<file path="config.mk">
export PLATFORM = sky130hd
export DESIGN_NAME = fem_ram
export DESIGN_NICKNAME = d
export VERILOG_FILES = /design/src/rtl/core/fem_ram.sv
export SDC_FILE = /design/constraint.sdc
export NUM_CORES = 1
export LEC_CHECK = 0
export BUFFER_PORTS_ARGS = -buffer_cell sky130_fd_sc_hd__buf_2
export CAP_MARGIN = 20
export CELL_PAD_IN_SITES_DETAIL_PLACEMENT = 0
export CELL_PAD_IN_SITES_GLOBAL_PLACEMENT = 2
export CORE_AREA = 2 2 114 116
export DETAILED_ROUTE_END_ITERATION = 16
export DIE_AREA = 0 0 116 118
export PLACE_DENSITY_LB_ADDON = 0.15
export SLEW_MARGIN = 20
export SYNTH_ARGS = -nofsm -noshare
export SYNTH_HDL_FRONTEND = slang
export SYNTH_SLANG_ARGS = --single-unit
</file>
<file path="constraint.sdc">
create_clock -name clk -period 1.9 [get_ports clk]
set_clock_uncertainty 0.2 [all_clocks]
set_input_delay 0.19 -clock clk [delete_from_list [all_inputs] [get_ports clk]]
set_output_delay 0.19 -clock clk [all_outputs]
set_load 0.02 [all_outputs]
</file>
<file path="src/rtl/core/fem_ram.sv">
// ----------------------------------------------------------------------------
// fem_ram
// Generic simple dual-port RAM, one write port, one registered read port.
// ----------------------------------------------------------------------------
module fem_ram #(
  parameter int WIDTH = 8,
  parameter int DEPTH = 16
) (
  input  logic                     clk,
  input  logic                     we,
  input  logic [$clog2(DEPTH)-1:0] waddr,
  input  logic [WIDTH-1:0]         wdata,
  input  logic                     re,
  input  logic [$clog2(DEPTH)-1:0] raddr,
  output logic [WIDTH-1:0]         rdata
);

  logic [WIDTH-1:0] mem [DEPTH];
  logic [WIDTH-1:0] rdata_r;

  always_ff @(posedge clk) begin
    if (we) begin
      mem[waddr] <= wdata;
    end
    if (re) begin
      rdata_r <= mem[raddr];
    end
  end

  assign rdata = rdata_r;

endmodule

</file>
==> flow_summary.ini, run 1 <==
[timing]
slew_headroom_pct = 73.7
worstMarginPinSlew_ps = 395
maxSlewViolCount = 0
fin_hold_ws_ps = 152
max_freq_mhz = 577
finalSetupViolCount = 0
rsz0062_at_grt = false
finalHoldViolCount = 0
post-route-period-util_pct = 91.2
setup_ws_ps = 167
finalCriticalPeriod_ps = 1730

[synth]
syn-num-nets = 248
synth_top_cell_by_area = edfxtp_1
ys_seq_area_share_pct = 78.1
synth_cells = 229
yosys.area_share.adder_pct = 0
synth_compound_area_share_pct = 2.30
ys.warnings.count = 0
synth_top_family_by_area = multiplexers
synthTopCellsByArea = edfxtp_1 78%, mux4_2 7.8%, mux4_1 7.0%, a22oi_1 2.3%, nor2_1 0.93%
avgSynthCellArea_um2 = 22.8
synth.area.mux_share_pct = 14.8
synth-simple-area-share_pct = 3.14
ys_ff_latch = 136
syn-cell-area_mm2 = 0.00523
ys_types = 18
synthXorXnorAreaFrac_pct = 0
synth_top_area_share_pct = 78.1

[final_layout]
area_growth_pct = 22.9
fillCellCount = 1025
drive_gt1_share_pct = 30.8
nNetsFinal = 314
final_cell_mix = 136 x edfxtp_1, 26 x buf_2, 18 x mux4_2, 18 x buf_4, 17 x clkbuf_16
antennaDiodeCount = 0
fin_util_pct = 51.8
finalNonFillerCells = 480
layout_commonest_cell = edfxtp_1

[floorplanning]
fp.dieH_um = 118
initial_core_util_pct = 42.1
num_rows = 41
die_w_um = 116
design.die.area_mm2 = 0.0137
core_mm2 = 0.0124
ios = 27

[critical_path]
cp-end-kind = flop
critPathKind = flop to flop
required_ps = 1840
startpoint_type = flop
regToRegSetupSlack_ps = 170
cp.arrival_ps = 1670
crit_fanout = 1

[pwr]
sw_frac_of_total_pct = 19.0
p_switching_w = 0.00137
p_comb_share_pct = 4.8
ir_worst_vdd_mv = 0.569
power_w = 0.00722
p_int_w = 0.00585
power_frac_clock_pct = 48.1
leakage_nw = 2.19
seq_power_share_pct = 47.1
powerDensity_mw_per_mm2 = 1120

[route]
wl_um = 9970
post-route-drc-count = 0
drt_iter0_drc = 192
antenna_left = 0
vias_per_cell = 5.17
firstDrtPassIters = 4
via_count = 2482
wire_per_inst_um = 20.8

[clock_network]
cts_resized = 0
clock_sinks = 136
cts_root_buf = clkbuf_16
htree_levels = 4
clk_pin_slew_ps = 60
cts_tree = built
cts_hold_buffers = 9
cts_inserted_buffers = 17
clock_latency_ps = 400
post-cts-setup-buffer-count = 0
clock_path_buffers = 2

[outcome]
status = finished clean

[placed_design]
routabilityCongestion = 0.707
place_inst = 439
port_buffers = 26
dp_slack_ps = -36.9
dpl.hpwl_um = 6420

[global_routing]
grt_pass1_vias = 2607
grt_max_degree = 23
gr-total-overflow = 0
grt_antenna_before_repair = 0
track_usage_pct = 16.1
grt_pass1_wl_um = 15500

[hold_path]
hp-class = primary input to flop

[job]
drv_cap = 0
-- through the flow --
| stage | TNS, ps | area, um^2 |
|---|---|---|
| floorplan | 0 | 5230 |
| global placement | -99.5 | 5700 |
| detailed placement | -79.3 | 5700 |
| CTS | 0 | 6430 |
| global route | 0 | 6430 |
| finish | 0 | 6430 |
-- critical path, cell delays in order (launching register included) --
cell      delay [ps]
edfxtp_1         390
mux4_2           490
a22oi_1          270
nand2_1          130
-- metal layers --
layer,vias to the layer above,routed length (um),global-route usage (%)
li1,1115,-,-
met1,1303,4450,21.8
met2,52,5110,25.5
met3,12,311,4.38
met4,0,100,5.36
met5,-,0,0
-- worst paths after layout --
kind / start / endpoint / depth (start not counted)
setup / recovery: mem[3][4] / rdata[4] / 3
hold / removal: waddr[0] / mem[8][5] / 3
setup reg to reg: mem[3][4] / rdata[4] / 3
hold reg to reg: mem[14][0] / rdata[0] / 3
-- sequential cells by signal, summed over array words and instances (netlist names) --
name	flops
rdata	8
mem	128
-- kinds of logic (layout without fill, tap and decap cells) --
family                 Yosys count  after routing
AO/OA/AOI/OAI                   16             16
buffers and inverters           10             89
flip-flops                     136            136
multiplexers                    32             32
AND/OR/NAND/NOR                 35             35
-- power by group through the flow --
stage          Combinational, W  Sequential [W]  Clock (W)
4_1_cts                0.000356         0.00340    0.00353
6_report               0.000347         0.00340    0.00347
2_1_floorplan          0.000171         0.00347          0
3_5_place_dp           0.000341         0.00346          0
5_1_grt                0.000384         0.00340    0.00367
3_3_place_gp           0.000337         0.00346          0
-- layout make-up --
cell class                      count  area [um^2]  share of cell area, %
Clock inverter                     14          205                   3.19
Tap cell                          172          215                   3.35
Timing Repair Buffer               57          435                   6.78
Clock buffer                       18          429                   6.68
Sequential cell                   136         4080                   63.6
Multi-Input combinational cell     83         1060                   16.5
-- Yosys cell counts --
master / instances
nor2_1: 13
nand3_1: 1
a22oi_1: 16
buf_6: 3
and2_1: 1
or3b_2: 1
buf_2: 3
and2b_1: 1
buf_4: 1
nor2b_1: 1
nand3b_1: 2
clkdlybuf4s25_2: 3
mux4_1: 14
edfxtp_1: 136
nor3_1: 4
nand2_1: 9
mux4_2: 18
nand2b_1: 2
Note: power is estimated with default switching activity, not from simulation.
==> run 2, diff against run 1 <==
--- a/config.mk
+++ b/config.mk
@@ -7,5 +7,4 @@
 export LEC_CHECK = 0
 export BUFFER_PORTS_ARGS = -buffer_cell sky130_fd_sc_hd__buf_2
-export CAP_MARGIN = 20
 export CELL_PAD_IN_SITES_DETAIL_PLACEMENT = 0
 export CELL_PAD_IN_SITES_GLOBAL_PLACEMENT = 2
==> constraint.sdc (replaced) <==
create_clock -name clk -period 1.9 [get_ports clk]
set_clock_uncertainty 0.2 [all_clocks]
set_input_delay 0.285 -clock clk [delete_from_list [all_inputs] [get_ports clk]]
set_output_delay 0.285 -clock clk [all_outputs]
set_load 0.02 [all_outputs]
==> run 2 against run 1 <==
- via count shrank 1.5%
- sequential power is essentially flat
- critical path depth is the same
- register-to-register slack gained 50 ps
- wire length grew 1.4%
- sequential share of layout area grew 1.6 points
- global-route usage grew 0.48 points
- combinational power shrank 3%
- highest routed layer unchanged
==> flow_summary.ini, run 2 (synthesized netlist as in run 1, its figures left out) <==
[clock_network]
cts_resized = 0
cts_root_buf = clkbuf_16
clk_pin_slew_ps = 60
cts_tree = built
cts_inserted_buffers = 17
cts_hold_buffers = 0
htree_levels = 4
clock_path_buffers = 2
post-cts-setup-buffer-count = 0
clock_sinks = 136
clock_latency_ps = 410

[final_layout]
final_cell_mix = 136 x edfxtp_1, 26 x buf_2, 18 x mux4_2, 17 x clkbuf_16, 17 x buf_4
nNetsFinal = 305
multi_input_area_mm2 = 0.00106
top_register = mem
antennaDiodeCount = 0
fillCellCount = 1047
fin_area_mm2 = 0.00627
seq_area_mm2 = 0.00408
largest_register_ffs = 128
area_growth_pct = 19.9
finalNonFillerCells = 471
layout_commonest_cell = edfxtp_1
drive_gt1_share_pct = 31.4

[timing]
fin_hold_ws_ps = 57.8
finalHoldViolCount = 0
worstMarginPinSlew_ps = 779
slew_headroom_pct = 47.9
finalCriticalPeriod_ps = 1680
finalSetupViolCount = 0
max_freq_mhz = 596
rsz0062_at_grt = false
setup_ws_ps = 221
finalSetupTns_ps = 0
post-route-period-util_pct = 88.4
maxSlewViolCount = 0

[pwr]
leakage_nw = 2.12
p_comb_share_pct = 5.0
powerDensity_mw_per_mm2 = 1080
p_int_w = 0.00543
p_switching_w = 0.00133
ir_worst_vdd_mv = 0.570
sw_frac_of_total_pct = 19.7
power_frac_clock_pct = 44.8
seq_power_share_pct = 50.3

[critical_path]
cp-end-kind = flop
crit_fanout = 1
required_ps = 1850
critPathKind = flop to flop
cp.arrival_ps = 1630
startpoint_type = flop
worstSetupStartpoint = mem[1][5]
reg2reg_from = mem[1][5]

[placed_design]
dpl-instance-area_mm2 = 0.00572
routabilityCongestion = 0.691
place_inst = 439
port_buffers = 26
dp_slack_ps = -166
dpl.hpwl_um = 6380

[global_routing]
grt_pass1_vias = 2679
grt_max_degree = 21
grt_pass1_wl_um = 15800
track_usage_pct = 16.6
gr-total-overflow = 0
grt_antenna_before_repair = 0

[route]
wire_per_inst_um = 21.5
via_count = 2444
met1_length_um = 4370
wl_um = 10100
met3WireLength_um = 414
post-route-drc-count = 0
antenna_left = 0
wl_met2_um = 5190
vias_per_cell = 5.19
drt_iter0_drc = 161
dr.max_layer_used = met4
firstDrtPassIters = 4

[floorplanning]
die_w_um = 116
design.die.area_mm2 = 0.0137
ios = 27
initial_core_util_pct = 42.1
core_mm2 = 0.0124
fp.dieH_um = 118
num_rows = 41

[outcome]
status = finished clean

[hold_path]
worstHoldStart = re
hp-class = primary input to flop

[job]
drv_cap = 0
## run 2: cell types whose count changed in the layout (fill, tap and decap cells not counted), moves of 2 or more
| cell | previous run | this run |
|---|---|---|
| dlygate4sd3_1 | 9 | 0 |
| clkinv_2 | 2 | 6 |
| bufinv_16 | 5 | 2 |
| clkbuf_1 | 1 | 4 |
| clkinv_4 | 3 | 1 |
## run 2: path summary, 6_finish.rpt
| kind | slack [ps] | cells past startpoint | endpoint |
|---|---|---|---|
| hold reg to reg | 550 | 3 | rdata[1] |
| setup reg to reg | 220 | 3 | rdata[5] |
| hold / removal | 60 | 1 | rdata[4] |
| setup / recovery | 220 | 3 | rdata[5] |
## run 2: power groups by stage
stage          Clock [W]  Combinational, W  Sequential (W)
4_1_cts          0.00308          0.000346         0.00340
3_5_place_dp           0          0.000344         0.00346
5_1_grt          0.00321          0.000371         0.00340
3_3_place_gp           0          0.000342         0.00346
2_1_floorplan          0          0.000171         0.00347
6_report         0.00303          0.000335         0.00340
## run 2: through the flow
step | utilization [%] | power (W)
6_report | 50.5 | 0.00676
5_1_grt | 50.5 | 0.00698
4_1_cts | 50.5 | 0.00683
3_5_place_dp | 46.1 | 0.00381
3_3_place_gp | 46.1 | 0.00380
2_1_floorplan | - | 0.00365
## run 2: critical path, stage by stage (launching register included)
cell	delay (ps)
edfxtp_1	360
mux4_1	520
a22oi_1	250
nand2_1	100
## run 2: final cells by class
class / instances / area share [%]
Multi-Input combinational cell: 83 / 17.0
Tap cell: 172 / 3.43
Clock buffer: 21 / 7.03
Timing Repair Buffer: 48 / 5.71
Sequential cell: 136 / 65.2
Clock inverter: 11 / 1.70
## run 2: per-layer routing
metal	global-route usage (%)	up-vias
met5	0	-
met4	5.51	0
met3	5.61	10
met2	26.0	55
met1	21.9	1288
li1	-	1091
