`src/rtl/core/fem_pkg.sv`:
```
// ----------------------------------------------------------------------------
// fem_pkg
// Shared types, constants and helpers for the fog edge map shader.
// ----------------------------------------------------------------------------
package fem_pkg;

  // Map geometry
  localparam int MAX_SIDE     = 1024;
  localparam int DEFAULT_SIDE = 512;
  localparam int CFG_W        = 11;
  localparam int SIDE_W       = $clog2(MAX_SIDE + 1);  // holds 1..MAX_SIDE
  localparam int EXT_W        = SIDE_W + 1;            // compare width
  localparam int COL_W        = $clog2(MAX_SIDE);      // column / pixel index
  localparam int ROW_W        = $clog2(MAX_SIDE + 2);  // input row runs to side+1

  // Pixel constants
  localparam logic [7:0] PIX_MAX       = 8'd255;
  localparam logic [7:0] EMPTY_RG      = 8'd10;
  localparam logic [7:0] EMPTY_B       = 8'd15;
  localparam logic [7:0] EMPTY_EDGE_RG = 8'd5;
  localparam logic [7:0] EMPTY_EDGE_B  = 8'd7;

  typedef enum logic {
    OP_CELL  = 1'b0,
    OP_FLUSH = 1'b1
  } op_t;

  typedef struct packed {
    logic       revealed;
    logic       empty;
    logic [7:0] red;
    logic [7:0] green;
    logic [7:0] blue;
  } cell_t;

  // Line buffer word at one column: revealed bit two rows back, cell one row back
  typedef struct packed {
    logic  rev_up;
    cell_t cdata;
  } line_word_t;

  // Item held between the sequencer and the shading stage
  typedef struct packed {
    logic             vld;
    logic             emit;
    logic             border;
    logic             last;
    logic             use_last;
    logic [COL_W-1:0] col;
    cell_t            cdata;
  } s1_t;

  // Effective side: zero means default, clamp at MAX_SIDE
  function automatic logic [SIDE_W-1:0] side_eff(input logic [CFG_W-1:0] cfg);
    logic [SIDE_W-1:0] s;
    if (cfg == '0) begin
      s = SIDE_W'(DEFAULT_SIDE);
    end else if (int'(cfg) > MAX_SIDE) begin
      s = SIDE_W'(MAX_SIDE);
    end else begin
      s = SIDE_W'(cfg);
    end
    return s;
  endfunction

  // min(255, 8c), or min(255, 4c) on an edge
  function automatic logic [7:0] shade_chan(input logic [7:0] c, input logic on_edge);
    logic [7:0] v;
    if (on_edge) begin
      v = (c[7:6] != 2'b00) ? PIX_MAX : {c[5:0], 2'b00};
    end else begin
      v = (c[7:5] != 3'b000) ? PIX_MAX : {c[4:0], 3'b000};
    end
    return v;
  endfunction

endpackage

```
`src/rtl/core/fem_seq.sv`:
```
// ----------------------------------------------------------------------------
// fem_seq
// Input sequencer: map size register, raster counters, line buffer read and
// the stage register that feeds the shading stage.
// ----------------------------------------------------------------------------
module fem_seq (
  input  logic                       clk,
  input  logic                       rst_n,
  input  logic                       cfg_valid,
  output logic                       cfg_ready,
  input  logic [fem_pkg::CFG_W-1:0]  cfg_map_side,
  input  logic                       in_valid,
  output logic                       in_ready,
  input  logic                       in_opcode,
  input  logic                       in_cell_revealed,
  input  logic                       in_cell_empty,
  input  logic [7:0]                 in_color_red,
  input  logic [7:0]                 in_color_green,
  input  logic [7:0]                 in_color_blue,
  input  logic                       s1_adv,
  output fem_pkg::s1_t               s1,
  output logic                       ram_re,
  output logic [fem_pkg::COL_W-1:0]  ram_raddr
);
  import fem_pkg::*;

  logic [CFG_W-1:0]  map_side_r, map_side_nxt;
  logic [COL_W-1:0]  col_r, col_nxt;
  logic [ROW_W-1:0]  row_r, row_nxt;
  logic [COL_W-1:0]  pc_r, pc_nxt;
  logic [COL_W-1:0]  pr_r, pr_nxt;
  cell_t             last_cell_r, last_cell_nxt;
  s1_t               s1_r, s1_nxt;

  op_t               op;
  logic [SIDE_W-1:0] side, side_m1;
  logic              in_fire, cell_go, flush_go, go, emit0;
  logic              side_one, pc_end, pr_end, col_end, border0, last0;
  cell_t             new_cell;

  assign op = op_t'(in_opcode);

  always_comb begin
    side     = side_eff(map_side_r);
    side_m1  = side - SIDE_W'(1);
    side_one = (side == SIDE_W'(1));
    in_ready = !s1_r.vld || s1_adv;
    in_fire  = in_valid && in_ready;
    cell_go  = (op == OP_CELL) && (row_r < ROW_W'(side));
    flush_go = (op == OP_FLUSH) && !(row_r < ROW_W'(side));
    go       = in_fire && (cell_go || flush_go);
    // a cell is shaded once one row and one cell behind it have arrived
    emit0    = flush_go ||
               (cell_go && ((row_r >= ROW_W'(2)) || ((row_r == ROW_W'(1)) && (col_r != '0))));
    pc_end   = (EXT_W'(pc_r) == EXT_W'(side_m1));
    pr_end   = (EXT_W'(pr_r) == EXT_W'(side_m1));
    col_end  = ((EXT_W'(col_r) + EXT_W'(1)) == EXT_W'(side));
    border0  = (pr_r == '0) || pr_end || (pc_r == '0) || pc_end;
    last0    = pr_end && pc_end;

    new_cell.revealed = in_cell_revealed;
    new_cell.empty    = in_cell_empty;
    new_cell.red      = in_color_red;
    new_cell.green    = in_color_green;
    new_cell.blue     = in_color_blue;

    map_side_nxt  = map_side_r;
    col_nxt       = col_r;
    row_nxt       = row_r;
    pc_nxt        = pc_r;
    pr_nxt        = pr_r;
    last_cell_nxt = last_cell_r;

    if (go) begin
      // flush ticks keep the raster moving with unrevealed virtual cells
      col_nxt = col_end ? '0 : col_r + COL_W'(1);
      if (col_end) begin
        row_nxt = row_r + ROW_W'(1);
      end
      if (emit0) begin
        if (pc_end) begin
          pc_nxt = '0;
          pr_nxt = pr_r + COL_W'(1);
        end else begin
          pc_nxt = pc_r + COL_W'(1);
        end
        if (last0) begin
          col_nxt = '0;
          row_nxt = '0;
          pc_nxt  = '0;
          pr_nxt  = '0;
        end
      end
    end
    if (in_fire && cell_go) begin
      last_cell_nxt = new_cell;
    end
    if (cfg_valid) begin
      map_side_nxt = cfg_map_side;
      col_nxt      = '0;
      row_nxt      = '0;
      pc_nxt       = '0;
      pr_nxt       = '0;
    end

    s1_nxt = s1_r;
    if (go) begin
      s1_nxt.vld      = 1'b1;
      s1_nxt.emit     = emit0;
      s1_nxt.border   = border0;
      s1_nxt.last     = emit0 && last0;
      // one-cell map: the only pixel comes from the held cell
      s1_nxt.use_last = flush_go && side_one;
      s1_nxt.col      = col_r;
      if (flush_go) begin
        s1_nxt.cdata = side_one ? last_cell_r : '0;
      end else begin
        s1_nxt.cdata = new_cell;
      end
    end else if (s1_adv) begin
      s1_nxt.vld = 1'b0;
    end
  end

  always_ff @(posedge clk) begin
    if (!rst_n) begin
      map_side_r <= CFG_W'(DEFAULT_SIDE);
      col_r      <= '0;
      row_r      <= '0;
      pc_r       <= '0;
      pr_r       <= '0;
      s1_r       <= '0;
    end else begin
      map_side_r <= map_side_nxt;
      col_r      <= col_nxt;
      row_r      <= row_nxt;
      pc_r       <= pc_nxt;
      pr_r       <= pr_nxt;
      s1_r       <= s1_nxt;
    end
  end

  always_ff @(posedge clk) begin
    last_cell_r <= last_cell_nxt;
  end

  assign cfg_ready = 1'b1;
  assign s1        = s1_r;
  assign ram_re    = go;
  assign ram_raddr = col_r;

  a_last_on_border: assert property (@(posedge clk) disable iff (!rst_n)
    s1_r.vld && s1_r.last |-> s1_r.emit && s1_r.border)
    else $error("frame end pixel not flagged as border");

  a_restart_after_last: assert property (@(posedge clk) disable iff (!rst_n)
    go && emit0 && last0 |=> (row_r == '0) && (col_r == '0) && (pc_r == '0) && (pr_r == '0))
    else $error("counters not cleared after frame end");

  a_read_fills_stage: assert property (@(posedge clk) disable iff (!rst_n)
    ram_re |=> s1_r.vld)
    else $error("line read without stage load");

endmodule

```
`config.mk`:
```
export PLATFORM = sky130hd
export DESIGN_NAME = fem_seq
export DESIGN_NICKNAME = d
export VERILOG_FILES = /design/src/rtl/core/fem_pkg.sv /design/src/rtl/core/fem_seq.sv
export SDC_FILE = /design/constraint.sdc
export NUM_CORES = 1
export LEC_CHECK = 0
export ABC_AREA = 0
export BUFFER_PORTS_ARGS = -buffer_cell sky130_fd_sc_hd__buf_2
export CAP_MARGIN = 20
export CORE_AREA = 2 2 131 133
export CTS_CLUSTER_DIAMETER = 150
export DETAILED_ROUTE_END_ITERATION = 8
export DIE_AREA = 0 0 133 135
export PLACE_DENSITY = 0.59
export SLEW_MARGIN = 20
export SYNTH_ARGS = -nofsm -noshare
export SYNTH_HDL_FRONTEND = slang
export SYNTH_SLANG_ARGS = --single-unit
```
`constraint.sdc`:
```
create_clock -name clk -period 9.7 [get_ports clk]
set_input_delay 0.485 -clock clk [delete_from_list [all_inputs] [get_ports clk]]
set_output_delay 0.485 -clock clk [all_outputs]
set_load 0.01 [all_outputs]
```
==> flow_metrics.env <==
export IMPL_syn_inst=722
export IMPL_ant_nets=0
export IMPL_cellLeakagePower_nw=2.95
export IMPL_wl_per_cell_um=16.4
export IMPL_cp_arrival_ps=5730
export IMPL_ir_worst_vdd_v=0.000132
export IMPL_synth_cell_types=70
export IMPL_powerDensity_nw_per_um2=169
export IMPL_crit_family="simple AND/OR/NAND/NOR gates"
export IMPL_htreeDepth=4
export IMPL_netlist_top_cells_area="dfxtp_1 (29%), edfxtp_1 (12%), nand2_1 (5.6%)"
export IMPL_finalSetupViolations=0
export IMPL_fin_hold_ws_ps=252
export IMPL_synth_mux_area_frac=0.0273
export IMPL_end_kind="register"
export IMPL_rsz0062_at_grt="no"
export IMPL_pre_cts_slack_ps=4410
export IMPL_synth_seq_cells=119
export IMPL_outcome="finished, final reports clean"
export IMPL_ff2ff_path_depth=17
export IMPL_yosysWarnings=0
export IMPL_nFillCells=1561
export IMPL_grt_overflow_total=0
export IMPL_final_min_clock_period_ps=5390
export IMPL_crit_start="map_side_r[10]"
export IMPL_total_power_mw=1.29
export IMPL_multiInputGateArea_sq_um=3550
export IMPL_critPathRequiredTime_ps=10040
export IMPL_cts_buffers=17
export IMPL_grt_pass1_vias=5362
export IMPL_fmax_mhz=186
export IMPL_rrSetupSlack_ps=4310
export IMPL_skew_ps=13.4
export IMPL_startpoint_type="register"
export IMPL_clock_path_buffers=2
export IMPL_synth_top_cells_by_count="nand2_1 (97), dfxtp_1 (93), a21oi_1 (55), a21boi_0 (39), nor2_1 (39)"
export IMPL_hold_viol=0
export IMPL_drc_errors=0
export IMPL_io_buffers=95
export IMPL_synth_simple_gate_area_frac=0.255
export IMPL_max_slew_margin=0.399
export IMPL_maxSlewViolCount=0
export IMPL_synth_top_family_by_area="simple AND/OR/NAND/NOR gates"
export IMPL_async_reset_ff_frac=0
export IMPL_synth_top_area_share=0.289
export IMPL_synthMostInstantiatedCell="nand2_1"
export IMPL_netlist_area_sq_um=6450
export IMPL_insertion_delay_ps=420
export IMPL_layout_setup_ws_ps=4310
export IMPL_post_cts_buffers=0
export IMPL_finalNetCount=858
export IMPL_grt_max_degree=85
export IMPL_drive_above_1_share=0.183
export IMPL_synth_fp_nets=788
export IMPL_synth_top_cell_by_area="dfxtp_1"
export IMPL_dieWidth_um=133
export IMPL_antenna_found_initial=0
export IMPL_cpPeakStageDelay_ps=840
export IMPL_synthAdderAreaFrac=0.0446
export IMPL_finalCritPeriodShare=0.555
export IMPL_crit_slowest_cell="dfxtp_1"
export IMPL_critPathMaxFanout=26
export IMPL_critical_path_class="reg2reg"
export IMPL_first_pass_iters=5
export IMPL_io_pins=97
export IMPL_cts_hold_buf=0
export IMPL_syn_area_per_cell_sq_um=8.94
export IMPL_synthXorXnorAreaFrac=0.0679
export IMPL_crit_cells=17
export IMPL_vias=5548
export IMPL_avgViaCountPerCell=5.41
export IMPL_start_util=0.393
export IMPL_synth_compound_area_frac=0.153
export IMPL_clock_root_buffer="clkbuf_16"
export IMPL_grtUsageTotal=0.192
export IMPL_cts_tree="yes"
export IMPL_setup_tns_ps=0
export IMPL_clock_sinks=119
export IMPL_grt_pass1_wl_um=27400
export IMPL_worstMarginPinSlew_ps=901
export IMPL_reg2reg_from="map_side_r[10]"
export IMPL_core_rowCount=47
export IMPL_synth_flop_cell="dfxtp_1"
export IMPL_coreArea_sq_um=16400
export IMPL_dieArea_sq_um=18000
export IMPL_cp_cell_sequence="inv_1, nand2_1, ha_1, a21o_1, a21o_1, a21oi_1, nor2b_1, o21ai_0, nand2b_1, a221oi_1, ha_1, or2_2, clkinv_1, and2_1, nand4_1, or4_1, a21oi_1"
export IMPL_clk_pin_slew_ps=60
export IMPL_drtIter0Drc=300
export IMPL_n_antenna_cell=0
export IMPL_endpoint="pr_r[9]"
export IMPL_hpwl_um=12000
export IMPL_gp_congestion=0.915
export IMPL_regToRegEndpoint="pr_r[9]"
export IMPL_worst_path_buf_inv=2
export IMPL_hold_path_class="in2reg"
export IMPL_synth_seq_area_share=0.410
export IMPL_seqCellArea_sq_um=2640
export IMPL_wl_um=16800
export IMPL_area_delta_synth_final_pct=18.3
export IMPL_drv_cap=0
export IMPL_synth_edf_count=26
export IMPL_postCtsResizedCells=0
export IMPL_die_y_um=135
## per-stage QoR
step                      std cells   util  cell area [sq um]
after floorplan                 722      -               6450
after global placement          993  0.429               7040
after detailed placement        993  0.429               7050
after CTS                      1025  0.465               7630
after global routing           1025  0.465               7630
final                          1025  0.465               7630
## worst register-to-register path: cells and delay by family, from the launching register on
family	cells	cell delay (ps)
AOI/OAI and AO/OA	6	1090
adders and majority gates	2	550
buffers and inverters	2	830
DFF	1	840
and+or+nand+nor	7	2010
## metal layers
| layer | routed length [um] | share of wire | global-route usage | up-vias |
|---|---|---|---|---|
| li1 | - | - | - | 2727 |
| met5 | 0 | 0 | 0 | - |
| met4 | 372 | 0.022 | 0.0711 | 0 |
| met2 | 8140 | 0.48 | 0.330 | 159 |
| met3 | 769 | 0.046 | 0.0477 | 33 |
| met1 | 7530 | 0.45 | 0.232 | 2629 |
## kinds of logic after synthesis
family / count (synthesis)
and+or+nand+nor: 302
AOI/OAI and AO/OA: 151
muxes: 17
xor gates and xnor gates: 42
other: 1
DFF: 119
adders and majority gates: 23
buffers and inverters: 67
## cells in the final DEF (no fill, tap or decap), types with 17 or more instances in the layout
cell       Yosys  layout
xnor2_1       19      19
dfxtp_1       93      93
ha_1          23      23
nor2_1        39      39
buf_2          3      95
nand3_1       17      17
clkbuf_16      0      18
a21boi_0      39      39
a21oi_1       55      55
nand2_1       97      97
nand4_1       19      19
nor3b_1       26      26
xor2_1        18      18
edfxtp_1      26      26
inv_1         18      18
## worst min-delay path by stage
stage | from | endpoint | slack, ps | cells after the start
global route | in_color_red[1] | last_cell_r[17] | 230 | 1
detailed placement | s1[30] | s1[30] | 460 | 2
finish | in_color_red[1] | last_cell_r[17] | 250 | 1
floorplan | pr_r[5] | pr_r[5] | 480 | 2
CTS | in_color_red[1] | last_cell_r[17] | 230 | 1
global placement | s1[30] | s1[30] | 450 | 2
## where the power goes
part / switching [mW] / internal (mW)
sequential: 0.0147 / 0.524
combinational: 0.0805 / 0.0551
clock: 0.220 / 0.395
## state kept, by name (all words and copies together), names as in the netlist
name,count
last_cell_r,26
s1,41
map_side_r,11
ram_raddr,10
row_r,11
pr_r,10
pc_r,10
## layout make-up
| type | count | share of cell area |
|---|---|---|
| Clock buffer | 26 | 0.0682 |
| Clock inverter | 6 | 0.00869 |
| Inverter | 19 | 0.00934 |
| Multi-Input combinational cell | 536 | 0.465 |
| Sequential cell | 119 | 0.346 |
| Tap cell | 220 | 0.0361 |
| Timing Repair Buffer | 99 | 0.0662 |
Power figures use the tool's default switching activity.
