$ cat config.mk
export PLATFORM = sky130hd
export DESIGN_NAME = fem_shade
export DESIGN_NICKNAME = d
export VERILOG_FILES = /design/src/rtl/core/fem_pkg.sv /design/src/rtl/core/fem_shade.sv
export SDC_FILE = /design/constraint.sdc
export NUM_CORES = 1
export LEC_CHECK = 0
export BUFFER_PORTS_ARGS = -buffer_cell sky130_fd_sc_hd__clkbuf_2
export CORE_UTILIZATION = 42
export DETAILED_ROUTE_END_ITERATION = 10
export GPL_TIMING_DRIVEN = 0
export MAX_ROUTING_LAYER = met4
export PLACE_DENSITY = 0.74
export SYNTH_ARGS = -nofsm -noshare
export SYNTH_HDL_FRONTEND = slang
export SYNTH_SLANG_ARGS = --single-unit
$ cat constraint.sdc
create_clock -name clk -period 1.8 [get_ports clk]
set_input_delay 0.27 -clock clk [delete_from_list [all_inputs] [get_ports clk]]
set_output_delay 0.27 -clock clk [all_outputs]
set_load 0.03 [all_outputs]
$ cat src/rtl/core/fem_pkg.sv
// ----------------------------------------------------------------------------
// fem_pkg
// Shared types, constants and helpers for the fog edge map shader.
// ----------------------------------------------------------------------------
package fem_pkg;

  // Map geometry
  localparam int MAX_SIDE     = 1024;
  localparam int DEFAULT_SIDE = 512;
  localparam int CFG_W        = 11;
  localparam int SIDE_W       = $clog2(MAX_SIDE + 1);  // holds 1..MAX_SIDE
  localparam int EXT_W        = SIDE_W + 1;            // compare width
  localparam int COL_W        = $clog2(MAX_SIDE);      // column / pixel index
  localparam int ROW_W        = $clog2(MAX_SIDE + 2);  // input row runs to side+1

  // Pixel constants
  localparam logic [7:0] PIX_MAX       = 8'd255;
  localparam logic [7:0] EMPTY_RG      = 8'd10;
  localparam logic [7:0] EMPTY_B       = 8'd15;
  localparam logic [7:0] EMPTY_EDGE_RG = 8'd5;
  localparam logic [7:0] EMPTY_EDGE_B  = 8'd7;

  typedef enum logic {
    OP_CELL  = 1'b0,
    OP_FLUSH = 1'b1
  } op_t;

  typedef struct packed {
    logic       revealed;
    logic       empty;
    logic [7:0] red;
    logic [7:0] green;
    logic [7:0] blue;
  } cell_t;

  // Line buffer word at one column: revealed bit two rows back, cell one row back
  typedef struct packed {
    logic  rev_up;
    cell_t cdata;
  } line_word_t;

  // Item held between the sequencer and the shading stage
  typedef struct packed {
    logic             vld;
    logic             emit;
    logic             border;
    logic             last;
    logic             use_last;
    logic [COL_W-1:0] col;
    cell_t            cdata;
  } s1_t;

  // Effective side: zero means default, clamp at MAX_SIDE
  function automatic logic [SIDE_W-1:0] side_eff(input logic [CFG_W-1:0] cfg);
    logic [SIDE_W-1:0] s;
    if (cfg == '0) begin
      s = SIDE_W'(DEFAULT_SIDE);
    end else if (int'(cfg) > MAX_SIDE) begin
      s = SIDE_W'(MAX_SIDE);
    end else begin
      s = SIDE_W'(cfg);
    end
    return s;
  endfunction

  // min(255, 8c), or min(255, 4c) on an edge
  function automatic logic [7:0] shade_chan(input logic [7:0] c, input logic on_edge);
    logic [7:0] v;
    if (on_edge) begin
      v = (c[7:6] != 2'b00) ? PIX_MAX : {c[5:0], 2'b00};
    end else begin
      v = (c[7:5] != 3'b000) ? PIX_MAX : {c[4:0], 3'b000};
    end
    return v;
  endfunction

endpackage

$ cat src/rtl/core/fem_shade.sv
// ----------------------------------------------------------------------------
// fem_shade
// Shading stage: 3x3 revealed window, edge test, color shading and the
// output register.
// ----------------------------------------------------------------------------
module fem_shade (
  input  logic                       clk,
  input  logic                       rst_n,
  input  fem_pkg::s1_t               s1,
  input  fem_pkg::line_word_t        rd,
  output logic                       s1_adv,
  output logic                       ram_we,
  output logic [fem_pkg::COL_W-1:0]  ram_waddr,
  output fem_pkg::line_word_t        ram_wdata,
  output logic                       out_valid,
  input  logic                       out_ready,
  output logic [7:0]                 out_pixel_red,
  output logic [7:0]                 out_pixel_green,
  output logic [7:0]                 out_pixel_blue,
  output logic                       out_frame_last
);
  import fem_pkg::*;

  // window columns: [2] row above, [1] center row, [0] row below
  logic [2:0] win1_r, win1_nxt, win2_r, win2_nxt, win0;
  cell_t      mid_cell_r, mid_cell_nxt, center;
  logic       out_valid_r, out_valid_nxt;
  logic [7:0] red_r, green_r, blue_r, red_nxt, green_nxt, blue_nxt;
  logic       last_r, last_nxt;
  logic       out_load, s1_fire, on_edge, all_rev;

  always_comb begin
    out_load = !out_valid_r || out_ready;
    s1_adv   = !s1.emit || out_load;
    s1_fire  = s1.vld && s1_adv;

    win0    = {rd.rev_up, rd.cdata.revealed, s1.cdata.revealed};
    all_rev = (&win0) && (&win2_r) && win1_r[2] && win1_r[0];
    on_edge = s1.border || !all_rev;
    center  = s1.use_last ? s1.cdata : mid_cell_r;

    red_nxt   = '0;
    green_nxt = '0;
    blue_nxt  = '0;
    if (center.revealed) begin
      if (!center.empty) begin
        red_nxt   = shade_chan(center.red, on_edge);
        green_nxt = shade_chan(center.green, on_edge);
        blue_nxt  = shade_chan(center.blue, on_edge);
      end else if (on_edge) begin
        red_nxt   = EMPTY_EDGE_RG;
        green_nxt = EMPTY_EDGE_RG;
        blue_nxt  = EMPTY_EDGE_B;
      end else begin
        red_nxt   = EMPTY_RG;
        green_nxt = EMPTY_RG;
        blue_nxt  = EMPTY_B;
      end
    end
    last_nxt = s1.last;

    win1_nxt     = win1_r;
    win2_nxt     = win2_r;
    mid_cell_nxt = mid_cell_r;
    if (s1_fire) begin
      win2_nxt     = win1_r;
      win1_nxt     = win0;
      mid_cell_nxt = rd.cdata;
    end

    out_valid_nxt = out_valid_r;
    if (s1_fire && s1.emit) begin
      out_valid_nxt = 1'b1;
    end else if (out_ready) begin
      out_valid_nxt = 1'b0;
    end

    ram_we           = s1_fire;
    ram_waddr        = s1.col;
    ram_wdata.rev_up = rd.cdata.revealed;
    ram_wdata.cdata  = s1.cdata;
  end

  always_ff @(posedge clk) begin
    if (!rst_n) begin
      out_valid_r <= 1'b0;
    end else begin
      out_valid_r <= out_valid_nxt;
    end
  end

  always_ff @(posedge clk) begin
    win1_r     <= win1_nxt;
    win2_r     <= win2_nxt;
    mid_cell_r <= mid_cell_nxt;
    if (s1_fire && s1.emit) begin
      red_r   <= red_nxt;
      green_r <= green_nxt;
      blue_r  <= blue_nxt;
      last_r  <= last_nxt;
    end
  end

  assign out_valid       = out_valid_r;
  assign out_pixel_red   = red_r;
  assign out_pixel_green = green_r;
  assign out_pixel_blue  = blue_r;
  assign out_frame_last  = last_r;

  a_stall_only_when_full: assert property (@(posedge clk) disable iff (!rst_n)
    s1.vld && !s1_adv |-> out_valid_r && !out_ready)
    else $error("shading stage stalled with room at output");

  a_emit_loads_output: assert property (@(posedge clk) disable iff (!rst_n)
    s1_fire && s1.emit |=> out_valid_r)
    else $error("shaded pixel lost");

endmodule

==> results.py, run 1 <==
metrics = {
    "outcome": {
        "status": "complete, no violations",
    },
    "finish": {
        "register_area_um2": 1670,
        "final_layout_size_suffix_gt1_frac": 0.564,
        "nets": 420,
        "fillers": 561,
        "area_growth_pct": 31.2,
        "antenna_cells": 0,
        "final_cell_mix": "126 x clkbuf_2, 55 x edfxtp_1, 43 x buf_4",
        "layout_commonest_cell": "clkbuf_2",
        "fin_util": 0.572,
        "postLayoutCellArea_um2": 3650,
        "multiInputGateArea_um2": 801,
    },
    "logic_synthesis": {
        "synth_async_sr_flop_share": 0,
        "synth_area_um2": 2780,
        "synthTopCellsByArea": "edfxtp_1 59%, buf_4 11%, mux2i_1 4.0%",
        "yosysWarnings": 0,
        "avgSynthCellArea_um2": 13.1,
        "ys_seq_elements": 56,
        "yosysSeqAreaShare": 0.601,
        "syn-instance-count": 212,
        "synth_cell_types": 40,
        "syn_nets": 283,
        "synth-edff-count": 55,
        "yosysTopAreaCellShare": 0.594,
        "ys.flop_type": "edfxtp_1",
        "synth_top_area_cell": "edfxtp_1",
    },
    "power": {
        "total_power_w": 0.00276,
        "p_int_w": 0.00201,
        "p_switching_w": 0.000751,
        "power_frac_clock": 0.227,
        "switching_share": 0.272,
        "ir_drop_v": 0.000417,
        "p_leak_nw": 1.64,
        "pwr-share-seq": 0.560,
        "power_frac_comb": 0.213,
        "powerDensity_nw_per_um2": 756,
    },
    "clocking": {
        "clk_path_buf_depth": 2,
        "htreeDepth": 2,
        "ctsHoldBuffers": 0,
        "clk_pin_slew_ps": 90,
        "cts_tree": "yes",
        "clock_latency_ps": 310,
        "cts_root_buf": "clkbuf_8",
        "cts_num_sinks": 56,
        "cts_buffers": 5,
    },
    "timing": {
        "finalSetupViolations": 0,
        "period_needed_ps": 1750,
        "maxSlewViolCount": 0,
        "timing.fmax_mhz": 572,
        "finalCritPeriodShare": 0.971,
        "rsz0062_at_grt": "yes",
        "worst_pin_slew_ps": 982,
        "final-hold-violation-count": 0,
        "maxSlewHeadroom": 0.345,
        "final.setup.worst_slack_ps": 51.3,
        "fin_skew_ps": 10.2,
    },
    "setup_path": {
        "crit_path_max_fanout": 10,
        "r2r_start": "win2_r[2]",
        "cp-startpoint": "win2_r[2]",
        "critPathKind": "reg -> reg",
        "cp.required_ps": 1830,
        "critPathLaunchType": "flop",
        "end_kind": "flop",
        "crit_arrival_ps": 1780,
    },
    "worst_hold_path": {
        "hp-class": "in -> reg",
        "min_from": "rd[22]",
    },
    "floorplan": {
        "num_io_pins": 136,
        "dieArea_um2": 6950,
        "die_w_um": 83.4,
        "die_h_um": 83.4,
        "num_rows": 29,
        "core_um2": 6390,
        "start_util": 0.436,
    },
    "place": {
        "io_buffers": 125,
        "placed_area_um2": 3510,
        "gp_congestion": 0.818,
        "dpl_worst_slack_ps": -159,
        "hpwlAfterDp_mm": 4.78,
    },
    "grt": {
        "grt-ovfl-total": 0,
        "grt_pass1_wl_mm": 9.52,
        "antenna_found_initial": 0,
        "grt_pass1_vias": 2013,
        "gr-usage-all-layers": 0.178,
        "grt_max_degree": 33,
    },
    "detailed_routing": {
        "wl_per_cell_um": 14.4,
        "vias": 2128,
        "drtIter0Drc": 185,
        "drtAntennaViolNets": 0,
        "routed_wl_mm": 6.15,
        "route.detailed.drc": 0,
        "drt_pass1_iterations": 4,
        "viasPerCell": 5.00,
    },
    "flow_run": {
        "maxCapViolCount": 0,
    },
}
==> cells by family after synthesis <==
group / after synthesis / share of synthesized area
simple gates: 60 / 0.130
flops: 56 / 0.601
buf+inv: 46 / 0.121
compound gates: 34 / 0.0877
mux: 16 / 0.0598
==> path summary, 6_finish.rpt <==
check                                    endpoint  slack (ps)  cells after the start
worst max-delay path            out_pixel_blue[2]          50                      6
worst min-delay path               mid_cell_r[22]         130                      1
worst max register to register  out_pixel_blue[2]          50                      6
worst min register to register          win2_r[0]         460                      0
==> worst max-delay path, cell delays in order (launching register included) <==
cell and delay, ps:
edfxtp_1 360, nand2_2 80, or4_4 530, buf_6 140
buf_8 140, nor3_2 160, nor3_1 70
==> power by group through the flow <==
stage | Clock [W] | Sequential (W) | Combinational [W]
2_1_floorplan | 0 | 0.00164 | 0.000319
3_3_place_gp | 0 | 0.00157 | 0.000567
3_5_place_dp | 0 | 0.00158 | 0.000578
4_1_cts | 0.000642 | 0.00155 | 0.000581
5_1_grt | 0.000691 | 0.00155 | 0.000624
6_report | 0.000627 | 0.00154 | 0.000586
==> per-layer routing <==
metal,up-vias,global-route usage,share of wire
met5,-,-,0
met4,0,0.0627,0.016
met3,11,0.0288,0.073
met2,103,0.298,0.50
met1,965,0.219,0.41
li1,1049,-,-
==> synth_stat cells (2+ instances only) <==
library cell and count:
a31oi_1 2, o22ai_1 6, buf_2 3, a211oi_1 5, mux2_2 5, or2_2 2
a21oi_1 6, edfxtp_1 55, nor3_1 10, clkbuf_1 2, or3_1 2, buf_6 2
o21ai_0 2, nor2_1 6, and3_1 5, a311oi_1 5, nor3b_1 7, nand2_1 13
buf_4 39, nand2b_1 4, a2bb2oi_1 2, mux2i_1 11
==> sequential cells by signal (all words and copies together) (netlist names) <==
| register | cells |
|---|---|
| mid_cell_r | 25 |
| out_valid | 1 |
| win2_r | 3 |
| out_pixel_green | 8 |
| out_pixel_blue | 7 |
| win1_r | 3 |
| out_frame_last | 1 |
| out_pixel_red | 8 |
==> area by class of cell <==
| type | count | area share |
|---|---|---|
| plain buffers | 46 | 0.0956 |
| clock buffers | 5 | 0.0189 |
| clock inverters | 2 | 0.00206 |
| multi-input cells | 111 | 0.219 |
| flip-flops and latches | 56 | 0.458 |
| well taps | 77 | 0.0264 |
| repair buffers | 129 | 0.180 |
==> timing repair <==
item / 4_1_cts / 5_1_grt
gates resized for setup: 1 / 9
pin swaps: 0 / 4
buffers inserted: 0 / 4
setup endpoints to repair: 1 / 15
cloned: 0 / 1
==> metrics by stage <==
step                      hold WS [ps]  instances  setup TNS (ps)
final                              130        426               0
after global routing               124        426           -3.98
after CTS                          128        421               0
after detailed placement           441        414           -1230
after global placement             432        414            -574
after floorplan                    369        212               0
Power figures use the tool's default switching activity.
==> inputs of run 2 (changes only) <==
CORE_UTILIZATION = 30   (was 42)
PLACE_DENSITY = 0.55   (was 0.74)
==> run 2 against run 1 <==
  * Highest routed layer unchanged
  * Hold slack lost 1.2 ps
  * Core utilization fell by 16 points
  * Via count decreased by 1.9%
  * Largest cell class unchanged
  * The run now ends with design-rule violations left
  * Register-to-register slack hardly changed
  * Fmax is 0.59% lower
  * Non-clock buffer count decreased by 2
==> results.py, run 2 (synthesis gave the netlist of run 1 again) <==
metrics = {
    "timing": {
        "period_needed_ps": 1760,
        "worst_pin_slew_ps": 1030,
        "maxSlewHeadroom": 0.314,
        "final-hold-violation-count": 0,
        "timing.fmax_mhz": 568,
        "finalCritPeriodShare": 0.977,
        "finalSetupViolations": 0,
        "fin_skew_ps": 3.00,
        "whs_ps": 129,
        "maxSlewViolCount": 0,
    },
    "worst_hold_path": {
        "hp-class": "in -> reg",
        "holdPathEnd": "mid_cell_r[18]",
        "holdPathStages": 1,
        "min_from": "rd[18]",
    },
    "outcome": {
        "violations": "design-rule violations",
        "status": "finished with violations",
    },
    "detailed_routing": {
        "vias": 2088,
        "route.detailed.drc": 6,
        "drtIter0Drc": 130,
        "wl_per_cell_um": 14.2,
        "routed_wl_mm": 6.46,
        "viasPerCell": 4.58,
        "drt_pass1_iterations": 7,
        "drtAntennaViolNets": 0,
    },
    "clocking": {
        "cts_tree": "yes",
        "cts_num_sinks": 56,
        "clk_pin_slew_ps": 90,
        "cts_buffers": 5,
        "htreeDepth": 2,
        "clk_path_buf_depth": 2,
        "clock_latency_ps": 310,
        "ctsHoldBuffers": 0,
        "cts_root_buf": "clkbuf_8",
    },
    "finish": {
        "fin_util": 0.415,
        "final_layout_size_suffix_gt1_frac": 0.557,
        "layout_commonest_cell": "clkbuf_2",
        "register_area_um2": 1670,
        "regMostFlops": "mid_cell_r",
        "nets": 418,
        "antenna_cells": 0,
        "final_cell_mix": "125 x clkbuf_2, 55 x edfxtp_1, 42 x buf_4",
        "multiInputGateArea_um2": 788,
        "largest_reg_flops": 25,
        "fillers": 893,
        "area_growth_pct": 32.0,
        "postLayoutCellArea_um2": 3670,
    },
    "power": {
        "ir_drop_v": 0.000278,
        "p_leak_nw": 1.62,
        "powerDensity_nw_per_um2": 769,
    },
    "setup_path": {
        "crit_path_max_fanout": 10,
        "r2r-end": "out_pixel_blue[3]",
        "cp.required_ps": 1830,
        "rrSetupSlack_ps": 40,
        "crit_arrival_ps": 1790,
        "r2r_cells": 6,
        "r2r_start": "win2_r[2]",
        "critPathKind": "reg -> reg",
        "end_kind": "flop",
        "critPathLaunchType": "flop",
    },
    "grt": {
        "grt_max_degree": 33,
        "grt_pass1_vias": 1966,
        "grt-ovfl-total": 0,
        "grt_pass1_wl_mm": 9.85,
        "gr-usage-all-layers": 0.136,
        "antenna_found_initial": 0,
    },
    "flow_run": {
        "maxCapViolCount": 0,
    },
    "floorplan": {
        "core_um2": 8850,
        "start_util": 0.314,
        "dieArea_um2": 9660,
        "num_rows": 34,
        "die_w_um": 98.3,
        "die_h_um": 98.3,
        "num_io_pins": 136,
    },
    "place": {
        "hpwlAfterDp_mm": 5.00,
        "gp_congestion": 0.744,
        "placed_area_um2": 3540,
        "io_buffers": 125,
    },
}
run 2: cell count changes in the layout (fill, tap and decap cells not counted), sizes merged:
| cell | change |
|---|---|
| clkbuf | +2 |
| clkinv | -2 |
| buf | -1 |
run 2: report_power, final:
part	total [W]	switching, W	internal (W)
combinational	0.000585	0.000361	0.000224
clock	0.000695	0.000380	0.000315
sequential	0.00154	0.0000220	0.00152
total	0.00282	0.000763	0.00206
run 2: repair_timing:
item / CTS / global route
resized for setup: 1 / 7
gates cloned: 0 / 1
endpoints found under the hold margin: 0 / 0
pin swaps: 0 / 2
buffers inserted: 0 / 2
setup endpoints to repair: 1 / 13
run 2: worst max path at each step:
stage / startpoint / endpoint / slack [ps] / cells after the start
after detailed placement: s1[36] / out_pixel_green[2] / -120 / 5
after CTS: out_valid / ram_we / 30 / 3
final: win2_r[2] / out_pixel_blue[3] / 40 / 6
after floorplan: out_valid / mid_cell_r[0] / 30 / 2
after global placement: s1[36] / out_pixel_blue[4] / -140 / 6
after global routing: win1_r[0] / out_pixel_red[6] / -3 / 4
run 2: cell type report:
class,count,area share
sequential,56,0.455
multi-input combinational,111,0.215
timing repair buffer,127,0.174
buffer,46,0.0944
tap,108,0.0368
clock buffer,8,0.0245
run 2: critical path, cell delays in order, from the launching register on:
cell	delay [ps]
edfxtp_1	350
nand2_2	70
or4_1	530
buf_6	150
buf_6	140
nor3b_2	170
nor3_1	70
run 2: per-stage QoR:
| step | TNS, ps | setup WS, ps | cells | power (W) |
|---|---|---|---|---|
| CTS | 0 | 30.8 | 453 | 0.00285 |
| global placement | -1430 | -140 | 445 | 0.00215 |
| global route | -2.97 | -2.97 | 456 | 0.00296 |
| finish | 0 | 40.9 | 456 | 0.00282 |
| floorplan | 0 | 31.8 | 212 | 0.00196 |
| detailed placement | -1160 | -123 | 445 | 0.00216 |
run 2: routing by layer:
metal	vias up	share of wire	global-route usage
met5	-	0	-
met4	0	0.014	0.0471
met3	7	0.049	0.0279
met2	69	0.48	0.210
met1	972	0.45	0.178
li1	1040	-	-
